## src/design/dewt_pkg.sv

```systemverilog
// Package for the deadline and event wait table: payload structs, command
// and status codes, sizes, and the front-to-back request word. No dependencies.
`default_nettype none
package dewt_pkg;
    // Table size and field widths; the payload structs are built from these.
    localparam int TABLE_DEPTH = 16;
    localparam int TIME_WIDTH = 48;
    localparam int ID_WIDTH = 32;

    localparam int CmdW = 3;
    localparam int FieldTimeW = TIME_WIDTH;
    localparam int FieldIdW = ID_WIDTH;
    localparam int CountW = $clog2(TABLE_DEPTH + 1);

    localparam logic [CmdW-1:0] CMD_ARM_DEADLINE = 3'd0;
    localparam logic [CmdW-1:0] CMD_ARM_EXTERNAL = 3'd1;
    localparam logic [CmdW-1:0] CMD_DROP         = 3'd2;
    localparam logic [CmdW-1:0] CMD_COMPLETE     = 3'd3;
    localparam logic [CmdW-1:0] CMD_TAKE         = 3'd4;
    localparam logic [CmdW-1:0] CMD_NEXT         = 3'd5;

    localparam logic [1:0] ST_OK        = 2'd0;
    localparam logic [1:0] ST_FULL      = 2'd1;
    localparam logic [1:0] ST_NOT_FOUND = 2'd2;
    localparam logic [1:0] ST_NONE      = 2'd3;

    typedef struct packed {
        logic [CmdW-1:0]       command;
        logic [FieldTimeW-1:0] now_ms;
        logic [FieldTimeW-1:0] delay_ms;
        logic [FieldIdW-1:0]   target_id;
    } in_word_t;

    typedef struct packed {
        logic [1:0]            status;
        logic [FieldIdW-1:0]   wait_id;
        logic                  has_deadline;
        logic [FieldTimeW-1:0] time_left_ms;
        logic [CountW-1:0]     pending_count;
    } out_word_t;

    // Classified request handed from the front to the back.
    typedef struct packed {
        logic [CmdW-1:0]       command;
        logic [FieldTimeW-1:0] now_ms;
        logic [FieldTimeW-1:0] due_ms;
        logic [FieldIdW-1:0]   target_id;
    } req_t;
endpackage
`default_nettype wire

```

## src/design/dewt_front.sv

```systemverilog
// Front end: masks fields, computes the saturated due time and queues requests.
// Depends on dewt_pkg.
`default_nettype none
module dewt_front
    import dewt_pkg::*;
(
    input  wire logic     clk,
    input  wire logic     rst_n,
    input  wire in_word_t in_word,
    input  wire logic     in_valid,
    output logic          in_ready,
    output req_t          req,
    output logic          req_valid,
    input  wire logic     req_ready
);
    localparam logic [FieldTimeW-1:0] TMask = FieldTimeW'((65'd1 << TIME_WIDTH) - 65'd1);
    localparam logic [FieldIdW-1:0] IMask = FieldIdW'((65'd1 << ID_WIDTH) - 65'd1);

    // two-entry queue
    req_t       q_reg [2];
    logic [1:0] cnt_reg;
    logic       rd_reg;
    logic       wr_reg;
    req_t       enq;
    logic [FieldTimeW:0] sum;
    logic       push, pop;

    always_comb
    begin
        enq.command = in_word.command;
        enq.now_ms = in_word.now_ms & TMask;
        enq.target_id = in_word.target_id & IMask;
        sum = {1'b0, in_word.now_ms & TMask} + {1'b0, in_word.delay_ms & TMask};
        if (sum > {1'b0, TMask})
            enq.due_ms = TMask;
        else
            enq.due_ms = sum[FieldTimeW-1:0];
    end

    assign in_ready = (cnt_reg != 2'd2);
    assign push = in_valid && in_ready;
    assign req_valid = (cnt_reg != 2'd0);
    assign pop = req_valid && req_ready;
    assign req = q_reg[rd_reg];

    always_ff @(posedge clk or negedge rst_n)
    begin
        if (!rst_n)
        begin
            cnt_reg <= 2'd0;
            rd_reg <= 1'b0;
            wr_reg <= 1'b0;
        end
        else
        begin
            if (push)
                wr_reg <= ~wr_reg;
            if (pop)
                rd_reg <= ~rd_reg;
            cnt_reg <= cnt_reg + 2'(push) - 2'(pop);
        end
    end

    always_ff @(posedge clk)
    begin
        if (push)
            q_reg[wr_reg] <= enq;
    end

`ifndef SYNTHESIS
    a_no_over: assert property (@(posedge clk) disable iff (!rst_n)
        cnt_reg == 2'd2 |-> !push) else $error("queue overflow");
    a_pop_cnt: assert property (@(posedge clk) disable iff (!rst_n)
        (pop && !push) |=> cnt_reg == $past(cnt_reg) - 2'd1) else $error("count");
    a_ptr: assert property (@(posedge clk) disable iff (!rst_n)
        cnt_reg != 2'd3) else $error("bad count");
`endif
endmodule
`default_nettype wire

```

## src/design/dewt_back.sv

```systemverilog
// Back end: the wait table and a sequencer that scans it one entry per cycle.
// Depends on dewt_pkg.
`default_nettype none
module dewt_back
    import dewt_pkg::*;
(
    input  wire logic clk,
    input  wire logic rst_n,
    input  wire req_t req,
    input  wire logic req_valid,
    output logic      req_ready,
    output out_word_t out_word,
    output logic      out_valid,
    input  wire logic out_ready
);
    localparam int IdxW = (TABLE_DEPTH > 1) ? $clog2(TABLE_DEPTH) : 1;
    localparam int CntW = $clog2(TABLE_DEPTH + 1);
    localparam logic [CntW-1:0] Depth = CntW'(TABLE_DEPTH);

    localparam logic [2:0] S_IDLE = 3'd0;
    localparam logic [2:0] S_SCAN = 3'd1;
    localparam logic [2:0] S_MOVE = 3'd2;
    localparam logic [2:0] S_DONE = 3'd3;

    logic [ID_WIDTH-1:0]   id_mem [TABLE_DEPTH];
    logic [TIME_WIDTH-1:0] due_mem [TABLE_DEPTH];
    logic [TABLE_DEPTH-1:0] timed_reg;
    logic [TABLE_DEPTH-1:0] ready_reg;

    logic [2:0]            state_reg;
    logic [CntW-1:0]       count_reg;
    logic [ID_WIDTH-1:0]   next_id_reg;
    req_t                  cur_reg;
    logic [CntW-1:0]       idx_reg;
    logic [IdxW-1:0]       hit_reg;
    logic [1:0]            st_reg;
    logic [ID_WIDTH-1:0]   wid_reg;
    logic                  has_reg;
    logic [TIME_WIDTH-1:0] left_reg;
    logic                  ov_reg;

    logic [IdxW-1:0]       i;
    logic [IdxW-1:0]       last;
    logic [TIME_WIDTH-1:0] e_due, now_t, l_val;
    logic [ID_WIDTH-1:0]   e_id, tgt;
    logic                  due_hit;
    logic [ID_WIDTH-1:0]   inc_id;

    assign i = idx_reg[IdxW-1:0];
    assign last = IdxW'(count_reg - CntW'(1));
    assign e_due = due_mem[i];
    assign e_id = id_mem[i];
    assign now_t = cur_reg.now_ms[TIME_WIDTH-1:0];
    assign tgt = cur_reg.target_id[ID_WIDTH-1:0];
    assign due_hit = ready_reg[i] || (timed_reg[i] && e_due <= now_t);
    assign l_val = (e_due > now_t) ? e_due - now_t : '0;
    assign inc_id = (next_id_reg + ID_WIDTH'(1) == '0) ? ID_WIDTH'(1)
                                                       : next_id_reg + ID_WIDTH'(1);

    assign req_ready = (state_reg == S_IDLE) && !ov_reg;
    assign out_valid = ov_reg;
    always_comb
    begin
        out_word.status = st_reg;
        out_word.wait_id = FieldIdW'(wid_reg);
        out_word.has_deadline = has_reg;
        out_word.time_left_ms = FieldTimeW'(left_reg);
        out_word.pending_count = CountW'(count_reg);
    end

    always_ff @(posedge clk or negedge rst_n)
    begin
        if (!rst_n)
        begin
            state_reg <= S_IDLE;
            count_reg <= '0;
            next_id_reg <= ID_WIDTH'(1);
            ov_reg <= 1'b0;
        end
        else
        begin
            if (ov_reg && out_ready)
                ov_reg <= 1'b0;
            case (state_reg)
                S_IDLE:
                begin
                    if (req_valid && !ov_reg)
                    begin
                        idx_reg <= '0;
                        st_reg <= ST_OK;
                        wid_reg <= '0;
                        has_reg <= 1'b0;
                        left_reg <= '0;
                        if (req.command == CMD_ARM_DEADLINE ||
                            req.command == CMD_ARM_EXTERNAL)
                        begin
                            if (count_reg >= Depth)
                                st_reg <= ST_FULL;
                            else
                            begin
                                wid_reg <= next_id_reg;
                                next_id_reg <= inc_id;
                                count_reg <= count_reg + CntW'(1);
                            end
                            state_reg <= S_DONE;
                        end
                        else if (req.command inside {CMD_DROP, CMD_COMPLETE, CMD_TAKE,
                                                     CMD_NEXT})
                        begin
                            state_reg <= S_SCAN;
                        end
                        else
                            state_reg <= S_DONE;
                    end
                end
                S_SCAN:
                begin
                    if (idx_reg >= count_reg)
                    begin
                        // end of table: no hit
                        if (cur_reg.command == CMD_DROP || cur_reg.command == CMD_COMPLETE)
                            st_reg <= ST_NOT_FOUND;
                        else if (cur_reg.command == CMD_TAKE)
                            st_reg <= ST_NONE;
                        else
                            st_reg <= has_reg ? ST_OK : ST_NONE;
                        state_reg <= S_DONE;
                    end
                    else
                    begin
                        idx_reg <= idx_reg + CntW'(1);
                        case (cur_reg.command)
                            CMD_DROP, CMD_COMPLETE:
                            begin
                                if (e_id == tgt)
                                begin
                                    wid_reg <= tgt;
                                    hit_reg <= i;
                                    state_reg <= (cur_reg.command == CMD_DROP) ? S_MOVE
                                                                              : S_DONE;
                                end
                            end
                            CMD_TAKE:
                            begin
                                if (due_hit)
                                begin
                                    wid_reg <= e_id;
                                    hit_reg <= i;
                                    state_reg <= S_MOVE;
                                end
                            end
                            default:
                            begin
                                if (timed_reg[i])
                                begin
                                    if (!has_reg || l_val < left_reg)
                                        left_reg <= l_val;
                                    has_reg <= 1'b1;
                                end
                            end
                        endcase
                    end
                end
                S_MOVE:
                begin
                    count_reg <= count_reg - CntW'(1);
                    state_reg <= S_DONE;
                end
                S_DONE:
                begin
                    ov_reg <= 1'b1;
                    state_reg <= S_IDLE;
                end
                default: state_reg <= S_IDLE;
            endcase
        end
    end

    // table storage and payload registers
    always_ff @(posedge clk)
    begin
        if (state_reg == S_IDLE && req_valid && !ov_reg)
        begin
            cur_reg <= req;
            if ((req.command == CMD_ARM_DEADLINE || req.command == CMD_ARM_EXTERNAL)
                && count_reg < Depth)
            begin
                id_mem[IdxW'(count_reg)] <= next_id_reg;
                due_mem[IdxW'(count_reg)] <= (req.command == CMD_ARM_DEADLINE)
                    ? req.due_ms[TIME_WIDTH-1:0] : '0;
            end
        end
        if (state_reg == S_MOVE)
        begin
            id_mem[hit_reg] <= id_mem[last];
            due_mem[hit_reg] <= due_mem[last];
        end
    end

    always_ff @(posedge clk or negedge rst_n)
    begin
        if (!rst_n)
        begin
            timed_reg <= '0;
            ready_reg <= '0;
        end
        else if (state_reg == S_IDLE && req_valid && !ov_reg &&
                 (req.command == CMD_ARM_DEADLINE || req.command == CMD_ARM_EXTERNAL)
                 && count_reg < Depth)
        begin
            timed_reg[IdxW'(count_reg)] <= (req.command == CMD_ARM_DEADLINE);
            ready_reg[IdxW'(count_reg)] <= 1'b0;
        end
        else if (state_reg == S_SCAN && idx_reg < count_reg &&
                 cur_reg.command == CMD_COMPLETE && e_id == tgt)
            ready_reg[i] <= 1'b1;
        else if (state_reg == S_MOVE)
        begin
            timed_reg[hit_reg] <= timed_reg[last];
            ready_reg[hit_reg] <= ready_reg[last];
        end
    end

`ifndef SYNTHESIS
    a_cnt_max: assert property (@(posedge clk) disable iff (!rst_n)
        count_reg <= Depth) else $error("count over depth");
    a_id_nz: assert property (@(posedge clk) disable iff (!rst_n)
        next_id_reg != '0) else $error("zero id");
    a_move: assert property (@(posedge clk) disable iff (!rst_n)
        state_reg == S_MOVE |=> count_reg == $past(count_reg) - CntW'(1))
        else $error("remove count");
    a_hold: assert property (@(posedge clk) disable iff (!rst_n)
        (ov_reg && !out_ready) |=> ov_reg && $stable(st_reg) && $stable(wid_reg))
        else $error("result lost");
`endif
endmodule
`default_nettype wire

```

## src/design/deadline_and_event_wait_table.sv

```systemverilog
// Deadline and event wait table: top level joining the front queue to the back.
// Depends on dewt_pkg, dewt_front, dewt_back.
//
// Arm commands go from idle straight to the done state, while drop,
// complete, take and next walk the table one entry per cycle in the back
// sequencer before the done state. A two-word queue
// lets new words be accepted while the back scans, and the result register
// holds a finished word until it is taken. Ids start at 1, skip 0 on wrap;
// a full table answers id 0 with status full. Table depth and field widths
// are fixed in dewt_pkg. No clearing pass after reset.
`default_nettype none
module deadline_and_event_wait_table
    import dewt_pkg::*;
(
    input  wire logic      clk,
    input  wire logic      rst_n,
    input  wire in_word_t  in_word,
    input  wire logic      in_valid,
    output logic           in_ready,
    output out_word_t      out_word,
    output logic           out_valid,
    input  wire logic      out_ready
);
    req_t req;
    logic req_valid, req_ready;

    // hold classified words between the two halves
    dewt_front u_front (
        .clk(clk), .rst_n(rst_n), .in_word(in_word), .in_valid(in_valid),
        .in_ready(in_ready), .req(req), .req_valid(req_valid), .req_ready(req_ready)
    );

    // advance the table scan and drive the result register
    dewt_back u_back (
        .clk(clk), .rst_n(rst_n), .req(req), .req_valid(req_valid),
        .req_ready(req_ready), .out_word(out_word), .out_valid(out_valid),
        .out_ready(out_ready)
    );
endmodule
`default_nettype wire

```

## config.mk

```make
export PLATFORM = sky130hd
export DESIGN_NAME = deadline_and_event_wait_table
export DESIGN_NICKNAME = d
export VERILOG_FILES = /design/src/design/dewt_pkg.sv /design/src/design/dewt_front.sv /design/src/design/dewt_back.sv /design/src/design/deadline_and_event_wait_table.sv
export SDC_FILE = /design/constraint.sdc
export NUM_CORES = 2
export LEC_CHECK = 0
export BUFFER_PORTS_ARGS = -buffer_cell sky130_fd_sc_hd__buf_4
export CAP_MARGIN = 20
export CORE_MARGIN = 1
export CORE_UTILIZATION = 59
export CTS_CLUSTER_DIAMETER = 150
export CTS_CLUSTER_SIZE = 40
export DETAILED_ROUTE_END_ITERATION = 8
export PLACE_DENSITY = 0.76
export SLEW_MARGIN = 20
export SYNTH_ARGS = -nofsm -noshare
export SYNTH_HDL_FRONTEND = slang
export SYNTH_HIERARCHICAL = 1
export SYNTH_SLANG_ARGS = --single-unit
```

## constraint.sdc

```tcl
create_clock -name clk -period 16.4 [get_ports clk]
set_clock_uncertainty 0.2 [all_clocks]
set_input_delay 0 -clock clk [delete_from_list [all_inputs] [get_ports clk]]
set_output_delay 0 -clock clk [all_outputs]
set_load 0.1 [all_outputs]
```

==> metrics <==
Main synth FF type edfxtp_1; worst path arrival time 10.19 ns; synthesized net count 5,847; I/O Buffers 224; WS Path Type reg2reg; Critical Path Sink Type flip-flop; accumulated negative setup slack 0 ns; ys async rst share 4.23%; Max Cap Viol 0; share of layout cells above drive strength 1 24.0%; peak supply drop 0.000199 V; register area share after synthesis 60.1%; Die Area 153,000 µm²; Max H-tree Level 2; IO Pins 225; initial DRC count 7,278; WL per Instance 31.4 µm; GR Util All Layers 32.5%; Reg clk slew, reported paths 0.15 ns; FP Rows 142; initial antenna violation count 9; Crit-path slowest cell dfxtp_4; CTS tree yes; max-slew violation count 0; first-pass GRT wire length 363,000 µm; final hold violations 0; status finished clean; #FFs+latches synth 1,797; GRT busiest layer met2; Post-DRT Antenna Nets 0; CTS root buf clkbuf_16; cell mode on critical path o21ai_0; Synth cell types 99; period utilisation layout 61.0%; Detailed Routing Iterations Pass 1 6; RD Place Congestion 0.970; Max-slew headroom 19.3%; worst slew pin tran 1.21 ns; vias in the first global route 54,100; Synth warnings 6; Die H 391 µm; Area Overhead vs Synth 8.47%; Setup violations, final 0; CP Max Fanout 48; Achievable Freq 99.9 MHz; clock latency on the worst-skew pair 0.76 ns; Post-CTS Resized 0; Placed Instances 7,535; routing usage on met3 6.01%; crit path launch type flip-flop; # DRC 0; dpl hpwl 152,000 µm; EDFF count, synth 1,717; Pleak 32.6 nW; wirelength, routed 247,000 µm; via/cell ratio 7.02; Fill cells 10,300; Starting Density 59.5%; met2 Use GR 51.1%; vias 55,100; RSZ-0062 raised after global routing false; Avg Cell Area, Syn 16.1 µm²; Synth Instances 5,545; final std cells w/o fill 7,848; Syn Std Cell Area 89,100 µm²; largest net degree at the start of global routing 124; core box area 150,000 µm²; Worst Hold Class in2reg; min Tclk post-route 10.01 ns; CTS Sinks 1,797; Overflow after GRT 0; Worst Path Required 16.58 ns; Clock Tree Buf Depth 3; Inserted Clock Buffers 51; fin nets 6,109; largest stage delay on the critical path 0.83 ns; Largest register FFs 768; met1 Use GR 46.2%; DIE WIDTH 391 µm; pwr dens 206 nW/µm²
worst paths after layout:
path	from	endpoint	slack [ns]	cells after the start
hold / removal	in_word[32]	u_front/q_reg[0][32]$_DFFE_PP_	0.05	4
setup reg to reg	flip-flop	u_back/left_reg[14]$_SDFFCE_PN0P_	6.39	27
max in group asynchronous	rst_n	u_front/rd_reg$_DFFE_PN0P_	15.10	4
hold reg to reg	u_front/cnt_reg[1]$_DFF_PN0_	u_front/cnt_reg[1]$_DFF_PN0_	0.31	1
min in group asynchronous	rst_n	u_back/timed_reg[11]$_DFFE_PN0P_	0.14	4
setup / recovery	flip-flop	u_back/left_reg[14]$_SDFFCE_PN0P_	6.39	27
cell families (layout without fill, tap and decap cells):
family | count (synthesis) | after routing | synth area share [%]
flip-flops | 1797 | 1797 | 60.1
XOR/XNOR | 177 | 177 | 1.74
buffers and inverters | 512 | 795 | 2.44
adder cells (fa/ha/maj) | 167 | 167 | 2.36
multiplexers | 1008 | 1008 | 21.7
AO/OA/AOI/OAI | 709 | 709 | 5.35
AND/OR/NAND/NOR | 1175 | 1175 | 6.30
other | 0 | 4 | 0
stage by stage:
| stage | utilization (%) | worst slack [ns] | hold WS, ns | instance area (µm²) | total power, mW |
|---|---|---|---|---|---|
| final | 64.5 | 6.39 | 0.0450 | 96600 | 19.9 |
| after global routing | 64.5 | 5.69 | 0.0841 | 96600 | 20.8 |
| after global placement | 62.0 | 6.59 | -0.208 | 92800 | 17.7 |
| after detailed placement | 62.0 | 6.48 | -0.201 | 92800 | 17.9 |
| after CTS | 64.5 | 6.48 | 0.0373 | 96600 | 19.8 |
| after floorplan | - | 6.15 | -0.496 | 89100 | 14.7 |
Yosys cell counts, drive strengths merged (6+ instances only):
cell	count	area, µm²
a22o	19	175
a21oi	199	1010
mux4	719	16200
or2	7	43.8
nand3	124	621
or3	7	43.8
xnor2	125	1090
nor3b	9	67.6
and2	49	307
a211oi	12	90.1
a221oi	13	120
nor2b	26	163
ha	165	2060
nand3b	49	368
a22oi	21	158
dfrtp	75	1880
nand2	487	1930
nor2	207	777
o22ai	12	81.3
clkbuf	234	882
xor2	52	455
nand2b	24	150
o21a	16	120
mux2i	96	961
a2111oi	6	60.1
o31ai	18	149
a31oi	26	163
and3	44	275
buf	119	662
nor3	54	270
o21ai	146	731
nand4	52	325
mux2	193	2170
a21o	68	513
o21bai	20	150
o211ai	18	135
inv	157	589
o22a	7	61.3
nor4	19	125
edfxtp	1717	51600
a32oi	8	70.1
a32o	48	480
report_power, final:
| part | leakage [nW] | switching (mW) | internal [mW] | total (mW) |
|---|---|---|---|---|
| combinational | 15.0 | 6.78 | 4.32 | 11.1 |
| clock | 0.674 | 1.30 | 0.592 | 1.89 |
| sequential | 16.8 | 0.411 | 6.50 | 6.91 |
| total | 32.6 | 8.49 | 11.4 | 19.9 |
metal layers:
layer  routed length (µm)  vias to the layer above
li1                     -                    22700
met2               117000                     3667
met1                91100                    28300
met4                 9150                        6
met5                   42                        -
met3                28800                      449
final cells by class:
type	count	area, µm²	share of cell area [%]
Antenna cell	4	10.0	0.0104
Clock buffer	70	1350	1.39
Clock inverter	4	62.6	0.0648
Inverter	158	596	0.616
Multi-Input combinational cell	3236	33600	34.8
Sequential cell	1797	53600	55.4
Tap cell	2016	2520	2.61
Timing Repair Buffer	563	4900	5.07
placed cells by master, fill, tap and decap left out, types with 73 or more instances in the layout:
cell type / n
nor2_1: 189
mux4_2: 719
o21ai_0: 135
edfxtp_1: 1717
xnor2_1: 123
mux2_2: 189
dlygate4sd3_1: 234
nand2_1: 446
nand3_1: 124
a21oi_1: 195
dfrtp_1: 73
ha_1: 162
mux2i_1: 96
inv_1: 155
buf_4: 322
what timing repair did:
item	CTS	global route
setup buffers	0	0
endpoints found under the setup margin	0	0
hold buffers	235	0
hold endpoints to repair	398	0
worst max-delay path, delay by kind of cell (launching register included):
family | cells | cell delay, ns
adders and majority gates | 2 | 0.69
xor gates and xnor gates | 1 | 0.24
AOI/OAI and AO/OA | 15 | 4.00
buffers and inverters | 3 | 2.01
and+or+nand+nor | 4 | 0.43
muxes | 2 | 1.13
DFF | 1 | 0.83
Note: power is estimated with default switching activity, not from simulation.
